--- src/hdl/skf_pkg.sv ---
// Shared types and constants for the scalar Kalman filter.
// No dependencies; used by skf_gain_div and scalar_kalman_filter_top.
`default_nettype none

package skf_pkg;

  localparam int unsigned DATA_W = 32;
  localparam int unsigned GAIN_W = 16;
  localparam int unsigned QUO_W  = GAIN_W + 1;

  localparam logic [DATA_W-1:0] PROCESS_NOISE_RST = 32'd6554;
  localparam logic [DATA_W-1:0] MEASURE_NOISE_RST = 32'd13107;

  localparam logic [GAIN_W-1:0] GAIN_MAX = {GAIN_W{1'b1}};

  localparam logic REG_PROCESS_NOISE = 1'b0;
  localparam logic REG_MEASURE_NOISE = 1'b1;

  typedef struct packed {
    logic              start;
    logic [DATA_W-1:0] p;
    logic [DATA_W:0]   s;
  } div_req_t;

  typedef struct packed {
    logic              done;
    logic [GAIN_W-1:0] gain;
  } div_rsp_t;

endpackage

`default_nettype wire

--- src/hdl/scalar_kalman_filter_top.sv ---
// Top level of the scalar random-walk Kalman filter with APB-style register port.
// Depends on skf_pkg and skf_gain_div.
//
// Usage:
//   Input channel (in_valid_i / in_ready_o / measurement_i) takes one signed Q16.16
//   sample per transaction. Output channel (out_valid_o / out_ready_i) returns the
//   saturated estimate and updated covariance for that sample, one transaction each.
//   Registers: process_noise at byte address 0, measure_noise at byte address 4,
//   written through psel/penable/pwrite; reads return them. The user must write
//   them only while the filter is idle; the block itself does not enforce this.
//   The restoring gain divider dominates the time from the input transaction to
//   out_valid_o; one shared multiplier forms the estimate correction and the
//   covariance product in turn. New samples are taken only while idle.
//   The filter accepts a new sample while a finished result still waits on the
//   output register; if a second result is ready before the first is taken, the
//   filter holds in its last step until the output register frees.
//   Reset: estimate and covariance clear to zero, the noise registers return to
//   0.1 and 0.2 in Q16.16, and both channels go idle.
`default_nettype none

module scalar_kalman_filter_top (
  input  wire logic        clk_i,
  input  wire logic        rst_ni,
  input  wire logic        psel,
  input  wire logic        penable,
  input  wire logic        pwrite,
  input  wire logic [2:0]  paddr,
  input  wire logic [31:0] pwdata,
  output logic [31:0]      prdata,
  output logic             pready,
  input  wire logic        in_valid_i,
  output logic             in_ready_o,
  input  wire logic [31:0] measurement_i,
  output logic             out_valid_o,
  input  wire logic        out_ready_i,
  output logic [31:0]      estimate_o,
  output logic [31:0]      covariance_o
);

  localparam int unsigned W  = skf_pkg::DATA_W;
  localparam int unsigned MA = W + 2;
  localparam int unsigned MB = skf_pkg::GAIN_W + 2;
  localparam int unsigned MP = MA + MB;
  localparam int unsigned PW = W + skf_pkg::GAIN_W + 1;

  localparam logic [2:0] ST_IDLE    = 3'd0;
  localparam logic [2:0] ST_SUM     = 3'd1;
  localparam logic [2:0] ST_DIV     = 3'd2;
  localparam logic [2:0] ST_MUL_EST = 3'd3;
  localparam logic [2:0] ST_EST     = 3'd4;
  localparam logic [2:0] ST_MUL_COV = 3'd5;
  localparam logic [2:0] ST_COV     = 3'd6;

  logic [2:0]                    state_q, state_d;
  logic [W-1:0]                  pn_q, mn_q;
  logic [W-1:0]                  est_q, est_d;
  logic [W-1:0]                  cov_q, cov_d;
  logic [W-1:0]                  p_q, p_d;
  logic [W:0]                    y_q, y_d;
  logic [skf_pkg::GAIN_W-1:0]    k_q, k_d;
  logic [PW-1:0]                 prod_q, prod_d;
  logic                          out_valid_q, out_valid_d;
  logic [W-1:0]                  out_est_q, out_est_d;
  logic [W-1:0]                  out_cov_q, out_cov_d;

  skf_pkg::div_req_t div_req;
  skf_pkg::div_rsp_t div_rsp;

  logic                          cfg_wr;
  logic [W:0]                    p_sum;
  logic signed [MA-1:0]          mul_a;
  logic signed [MB-1:0]          mul_b;
  logic signed [MP-1:0]          mul_p;
  logic [skf_pkg::GAIN_W:0]      one_minus_k;
  logic [W:0]                    d_val;
  logic [W+1:0]                  e_sum;
  logic [W-1:0]                  e_sat;
  logic                          out_free;

  assign cfg_wr = psel & penable & pwrite & pready;
  assign pready = 1'b1;
  assign prdata = (paddr[2] == skf_pkg::REG_MEASURE_NOISE) ? mn_q : pn_q;

  always_ff @(posedge clk_i or negedge rst_ni) begin
    if (!rst_ni) begin
      pn_q <= skf_pkg::PROCESS_NOISE_RST;
      mn_q <= skf_pkg::MEASURE_NOISE_RST;
    end else if (cfg_wr) begin
      if (paddr[2] == skf_pkg::REG_PROCESS_NOISE) begin
        pn_q <= pwdata;
      end else begin
        mn_q <= pwdata;
      end
    end
  end

  skf_gain_div u_div (
    .clk_i  (clk_i),
    .rst_ni (rst_ni),
    .req_i  (div_req),
    .rsp_o  (div_rsp)
  );

  always_comb begin
    one_minus_k = (skf_pkg::GAIN_W+1)'(1) << skf_pkg::GAIN_W;
    one_minus_k = one_minus_k - {1'b0, k_q};
    if (state_q == ST_MUL_EST) begin
      mul_a = {y_q[W], y_q};
      mul_b = {2'b00, k_q};
    end else begin
      mul_a = {2'b00, p_q};
      mul_b = {1'b0, one_minus_k};
    end
    mul_p = mul_a * mul_b;
  end

  always_comb begin
    p_sum = {1'b0, cov_q} + {1'b0, pn_q};
    d_val = prod_q[PW-1:skf_pkg::GAIN_W];
    e_sum = {{2{est_q[W-1]}}, est_q} + {d_val[W], d_val};
    if (!e_sum[W+1] && (e_sum[W] || e_sum[W-1])) begin
      e_sat = {1'b0, {(W-1){1'b1}}};
    end else if (e_sum[W+1] && !(e_sum[W] && e_sum[W-1])) begin
      e_sat = {1'b1, {(W-1){1'b0}}};
    end else begin
      e_sat = e_sum[W-1:0];
    end
  end

  assign out_free = ~out_valid_q | out_ready_i;

  always_comb begin
    state_d     = state_q;
    est_d       = est_q;
    cov_d       = cov_q;
    p_d         = p_q;
    y_d         = y_q;
    k_d         = k_q;
    prod_d      = prod_q;
    out_est_d   = out_est_q;
    out_cov_d   = out_cov_q;
    out_valid_d = out_valid_q & ~out_ready_i;
    div_req.start = 1'b0;
    div_req.p     = p_q;
    div_req.s     = {1'b0, p_q} + {1'b0, mn_q};

    case (state_q)
      ST_IDLE: begin
        if (in_valid_i) begin
          p_d     = p_sum[W] ? {W{1'b1}} : p_sum[W-1:0];
          y_d     = {measurement_i[W-1], measurement_i} - {est_q[W-1], est_q};
          state_d = ST_SUM;
        end
      end
      ST_SUM: begin
        div_req.start = 1'b1;
        state_d       = ST_DIV;
      end
      ST_DIV: begin
        if (div_rsp.done) begin
          k_d     = div_rsp.gain;
          state_d = ST_MUL_EST;
        end
      end
      ST_MUL_EST: begin
        prod_d  = mul_p[PW-1:0];
        state_d = ST_EST;
      end
      ST_EST: begin
        est_d   = e_sat;
        state_d = ST_MUL_COV;
      end
      ST_MUL_COV: begin
        prod_d  = mul_p[PW-1:0];
        state_d = ST_COV;
      end
      ST_COV: begin
        if (out_free) begin
          cov_d       = prod_q[W+skf_pkg::GAIN_W-1:skf_pkg::GAIN_W];
          out_cov_d   = prod_q[W+skf_pkg::GAIN_W-1:skf_pkg::GAIN_W];
          out_est_d   = est_q;
          out_valid_d = 1'b1;
          state_d     = ST_IDLE;
        end
      end
      default: begin
        state_d = ST_IDLE;
      end
    endcase
  end

  always_ff @(posedge clk_i or negedge rst_ni) begin
    if (!rst_ni) begin
      state_q     <= ST_IDLE;
      out_valid_q <= 1'b0;
      est_q       <= '0;
      cov_q       <= '0;
    end else begin
      state_q     <= state_d;
      out_valid_q <= out_valid_d;
      est_q       <= est_d;
      cov_q       <= cov_d;
    end
  end

  always_ff @(posedge clk_i) begin
    p_q       <= p_d;
    y_q       <= y_d;
    k_q       <= k_d;
    prod_q    <= prod_d;
    out_est_q <= out_est_d;
    out_cov_q <= out_cov_d;
  end

  assign in_ready_o   = (state_q == ST_IDLE);
  assign out_valid_o  = out_valid_q;
  assign estimate_o   = out_est_q;
  assign covariance_o = out_cov_q;

endmodule

`default_nettype wire

--- src/hdl/skf_gain_div.sv ---
// Restoring divider for the Kalman gain: floor(P * 2^16 / S), one quotient bit per cycle.
// Depends on skf_pkg for widths, request and response types.
`default_nettype none

module skf_gain_div (
  input  wire logic             clk_i,
  input  wire logic             rst_ni,
  input  wire skf_pkg::div_req_t req_i,
  output skf_pkg::div_rsp_t     rsp_o
);

  localparam int unsigned CNT_W = $clog2(skf_pkg::QUO_W + 1);

  logic                       busy_q, busy_d;
  logic                       done_q, done_d;
  logic [CNT_W-1:0]           cnt_q, cnt_d;
  logic [skf_pkg::DATA_W+1:0] rem_q, rem_d;
  logic [skf_pkg::DATA_W:0]   s_q, s_d;
  logic [skf_pkg::QUO_W-1:0]  quo_q, quo_d;
  logic                       zero_q, zero_d;

  logic [skf_pkg::DATA_W+2:0] trial;
  logic                       ge;
  logic [skf_pkg::DATA_W+1:0] rem_nx;

  always_comb begin
    trial  = {1'b0, rem_q} - {2'b00, s_q};
    ge     = ~trial[skf_pkg::DATA_W+2];
    rem_nx = ge ? trial[skf_pkg::DATA_W+1:0] : rem_q;

    busy_d = busy_q;
    done_d = 1'b0;
    cnt_d  = cnt_q;
    rem_d  = rem_q;
    s_d    = s_q;
    quo_d  = quo_q;
    zero_d = zero_q;

    if (req_i.start) begin
      busy_d = 1'b1;
      cnt_d  = CNT_W'(skf_pkg::QUO_W);
      rem_d  = {2'b00, req_i.p};
      s_d    = req_i.s;
      quo_d  = '0;
      zero_d = (req_i.s == '0);
    end else if (busy_q) begin
      rem_d = {rem_nx[skf_pkg::DATA_W:0], 1'b0};
      quo_d = {quo_q[skf_pkg::QUO_W-2:0], ge};
      cnt_d = cnt_q - 1'b1;
      if (cnt_q == CNT_W'(1)) begin
        busy_d = 1'b0;
        done_d = 1'b1;
      end
    end
  end

  always_ff @(posedge clk_i or negedge rst_ni) begin
    if (!rst_ni) begin
      busy_q <= 1'b0;
      done_q <= 1'b0;
      cnt_q  <= '0;
    end else begin
      busy_q <= busy_d;
      done_q <= done_d;
      cnt_q  <= cnt_d;
    end
  end

  always_ff @(posedge clk_i) begin
    rem_q  <= rem_d;
    s_q    <= s_d;
    quo_q  <= quo_d;
    zero_q <= zero_d;
  end

  always_comb begin
    rsp_o.done = done_q;
    if (zero_q) begin
      rsp_o.gain = '0;
    end else if (quo_q[skf_pkg::QUO_W-1]) begin
      rsp_o.gain = skf_pkg::GAIN_MAX;
    end else begin
      rsp_o.gain = quo_q[skf_pkg::GAIN_W-1:0];
    end
  end

endmodule

`default_nettype wire
--- config.mk ---
export PLATFORM = sky130hd
export DESIGN_NAME = scalar_kalman_filter_top
export DESIGN_NICKNAME = d
export VERILOG_FILES = /design/src/hdl/skf_pkg.sv /design/src/hdl/scalar_kalman_filter_top.sv /design/src/hdl/skf_gain_div.sv
export SDC_FILE = /design/constraint.sdc
export NUM_CORES = 2
export LEC_CHECK = 0
export ABC_AREA = 1
export CORE_MARGIN = 3
export CORE_UTILIZATION = 35
export CTS_CLUSTER_SIZE = 16
export DETAILED_ROUTE_END_ITERATION = 8
export DONT_BUFFER_PORTS = 1
export GPL_TIMING_DRIVEN = 0
export PLACE_DENSITY = 0.59
export SLEW_MARGIN = 5
export SYNTH_ARGS = -nofsm -noshare
export SYNTH_HDL_FRONTEND = slang
export SYNTH_SLANG_ARGS = --single-unit
--- constraint.sdc ---
create_clock -name clk_i -period 9.5 [get_ports clk_i]
set_input_delay 0 -clock clk_i [delete_from_list [all_inputs] [get_ports clk_i]]
set_output_delay 0 -clock clk_i [all_outputs]
set_load 0.1 [all_outputs]
==> impl_metrics.csv <==
group,metric,value,unit
pwr,power_frac_comb,0.165,
die,die_w,356,µm
synthesis,synth_edf_count,244,
setup_path,end_kind,"register",
synthesis,synth_area,42800,µm²
pwr,p_int,3.25,mW
drt,wl_per_cell,19.9,µm
setup_path,crit_required,9.84,ns
synthesis,synth_top_area_frac,0.247,
synthesis,synth_common_cells,"1113 x nand2_1, 999 x inv_1, 539 x nor2_1, 527 x fa_1, 277 x ha_1",
timing,clock_skew,0.0581,ns
grt,overflow,0,
pwr,power_leakage,22.8,nW
outcome,status,"finished, final reports clean",
clock_network,cts_tree,"built",
synthesis,ys.flop_type,"edfxtp_1",
clock_network,clock-root-buffer,"clkbuf_16",
grt,antenna_found_initial,4,
setup_path,r2r_setup_slack,0.28,ns
clock_network,worstSkewPairLatency,0.64,ns
placement,gp_congestion,0.931,
pwr,p_seq_frac,0.427,
pwr,sw_frac_of_total,0.302,
pwr,switchingPower,1.41,mW
setup_path,cp-start-kind,"register",
setup_path,crit_start,"state_q[1]",
clock_network,path_clk_slew,0.06,ns
clock_network,clk_path_buf_depth,3,
timing,maxSlewHeadroom,0.102,
drt,num_vias,34566,
cells_and_area,fin_cells,6907,
setup_path,cp.arrival,9.57,ns
timing,tightest_slew,1.33,ns
setup_path,r2r-start,"state_q[1]",
die,core_area,121000,µm²
timing,final_hold_viol_count,0,
synthesis,yosysTopAreaCell,"fa_1",
placement,numPlacedInstances,6736,
timing,finalWorstSetupSlack,0.277,ns
grt,grt_pass1_wl,210000,µm
setup_path,path_class,"register to register",
synthesis,async_reset_ff_frac,0.346,
setup_path,critPathMaxFanout,10,
cells_and_area,drive_above_1_share,0.0440,
synthesis,syn_area_per_cell,8.37,µm²
timing,drv_slew,0,
grt,grt_max_degree,123,
cells_and_area,nets,6132,
synthesis,synth.yosys.seq_area_share,0.262,
clock_network,cts_sinks,402,
synthesis,synth_nets,5993,
drt,antenna_left,0,
drt,drtIter0Drc,2712,
timing,clock.fmax,108,MHz
synthesis,synth.most_common_cell,"nand2_1",
die,die_h,356,µm
grt,grt_pass1_vias,34578,
die,die-area,126000,µm²
flow_run,drv_cap,0,
synthesis,synth.distinct_cells,64,
setup_path,r2r-end,"prod_q[48]",
synthesis,synth_seq_cells,402,
cells_and_area,syn_to_final_growth,11.0,%
grt,grt_usage,0.218,
pwr,pwr-share-clk,0.408,
clock_network,cts_made_buffers,46,
timing,finalSetupViolCount,0,
die,fp-row-count,127,
worst_hold_path,hold_path_class,"input port to register",
setup_path,endpoint,"prod_q[48]",
timing,rsz0062_at_grt,"no",
die,start_util,0.355,
placement,hpwl,116000,µm
timing,tns,0,ns
timing,fin_crit_sh,0.971,
clock_network,cts_setup_buffers,0,
drt,vias_per_cell,5.00,
placement,port_buffers,0,
drt,drt_wl_total,137000,µm
pwr,power_density,98.1,nW/µm²
pwr,ir_drop,159,µV
die,io_pins,173,
drt,drc_errors,0,
drt,drt-pass1-iter-count,6,
synthesis,synth_area_leaders,"fa_1 25%, edfxtp_1 17%, nand2_1 9.8%",
synthesis,syn_inst,5115,
clock_network,h-tree-depth,2,
synthesis,yosys_warnings,0,
timing,final.min_clock_period,9.22,ns
setup_path,reg2regPathDepth,25,
placement,pre_cts_ws,0.192,ns
[what timing repair did]
| action | CTS | global route |
|---|---|---|
| gates resized for setup | 0 | 8 |
| hold buffers | 82 | 0 |
| setup endpoints to repair | 0 | 4 |
| endpoints found under the hold margin | 305 | 0 |
[sequential cells by signal, indices dropped and copies added, names as in the netlist]
register / cells
u_div.rem_q: 34
prod_q: 33
u_div.s_q: 33
y_q: 33
cov_q: 32
covariance_o: 32
est_q: 32
estimate_o: 32
mn_q: 32
p_q: 32
pn_q: 32
u_div.quo_q: 17
k_q: 16
u_div.cnt_q: 5
state_q: 3
out_valid_o: 1
u_div.busy_q: 1
u_div.done_q: 1
u_div.zero_q: 1
[cell type report]
cell class                 count  area [µm²]
clock inverter                22         305
clock buffer                  64        1300
tap                         1612        2020
fill                       12229       73100
inverter                    1013        3800
buffer                       141         614
antenna                        3        7.51
timing repair buffer          91        1020
sequential                   402       11200
multi-input combinational   3559       27200
[power by group through the flow]
stage	combinational, mW	clock, mW	sequential [mW]
after floorplan	0.593	0	2.00
after CTS	0.770	1.94	1.99
after global routing	0.852	2.01	1.99
after global placement	0.711	0	2.02
after detailed placement	0.717	0	2.02
final	0.771	1.90	1.99
[per-stage QoR]
stage	power, mW	util	hold WS (ns)	cell area [µm²]
final	4.66	0.394	0.0581	47500
after global routing	4.85	0.394	0.0557	47500
after CTS	4.70	0.394	0.0385	47500
after detailed placement	2.74	0.373	-0.293	45000
after global placement	2.73	0.371	-0.293	44800
after floorplan	2.59	-	-0.296	42800
[worst max-delay path, stage by stage (launching register included)]
cell      delay (ns)
dfrtp_1         0.40
inv_1           0.10
nor3_2          0.64
inv_2           0.19
clkbuf_1        0.46
o21ai_1         1.07
inv_1           0.14
clkbuf_1        0.35
nor2_1          0.22
fa_1            0.46
fa_1            0.48
fa_1            0.48
fa_1            0.46
fa_1            0.53
fa_1            0.41
ha_1            0.48
nand2_1         0.27
nor2_1          0.23
inv_1           0.06
nor3_1          0.25
nand3_1         0.12
o221a_2         0.36
o21ai_1         0.30
nand3_1         0.16
a21oi_1         0.18
xnor2_1         0.14
[cells in the final DEF (no fill, tap or decap), drive strengths merged, types with 6 or more instances in the layout]
cell         netlist  final
a21o              19     19
a21oi            282    282
o21a              24     24
ha               277    277
o21bai            25     25
dfxtp             19     19
edfxtp           244    244
dfrtp            124    124
nor4               9      9
nor2             540    540
a31oi             21     21
o211ai            10     10
o221ai            10     10
nand3             94     94
o21ai            286    286
or2               14     14
nand2           1121   1121
nand4             27     27
clkbuf           112    176
a221oi            10     10
xnor2             78     78
buf               29     39
xor2              89     89
a22oi             16     16
nand3b             9      9
nor3              33     33
inv             1004   1006
dlygate4sd3        0     81
fa               527    527
a21boi             6      6
dfstp             15     15
clkinv             9     20
[per-layer routing]
layer,vias to the layer above,global-route usage,part of all wire
li1,16274,-,-
met1,16947,0.296,0.44
met2,1109,0.348,0.45
met3,234,0.0377,0.070
met4,2,0.0795,0.041
met5,-,0,0.00012
[cell families (layout without fill, tap and decap cells)]
logic type | count (synthesis) | in the layout | synth area share
xor+xnor | 167 | 167 | 0.0342
flops | 402 | 402 | 0.262
compound gates | 732 | 732 | 0.101
other cells | 1 | 4 | 0.0000876
fa+ha+maj | 804 | 804 | 0.328
simple gates | 1855 | 1855 | 0.172
buf+inv | 1154 | 1331 | 0.103
[how the worst min path moves through the flow]
stage | slack [ns] | depth (start not counted) | startpoint | end
detailed placement | -0.29 | 0 | rst_ni | est_q[16]
global placement | -0.29 | 0 | rst_ni | est_q[14]
global route | 0.06 | 4 | penable | pn_q[24]
finish | 0.06 | 4 | penable | mn_q[0]
CTS | 0.04 | 4 | penable | pn_q[31]
floorplan | -0.30 | 0 | rst_ni | cov_q[0]
Power figures use the tool's default switching activity.
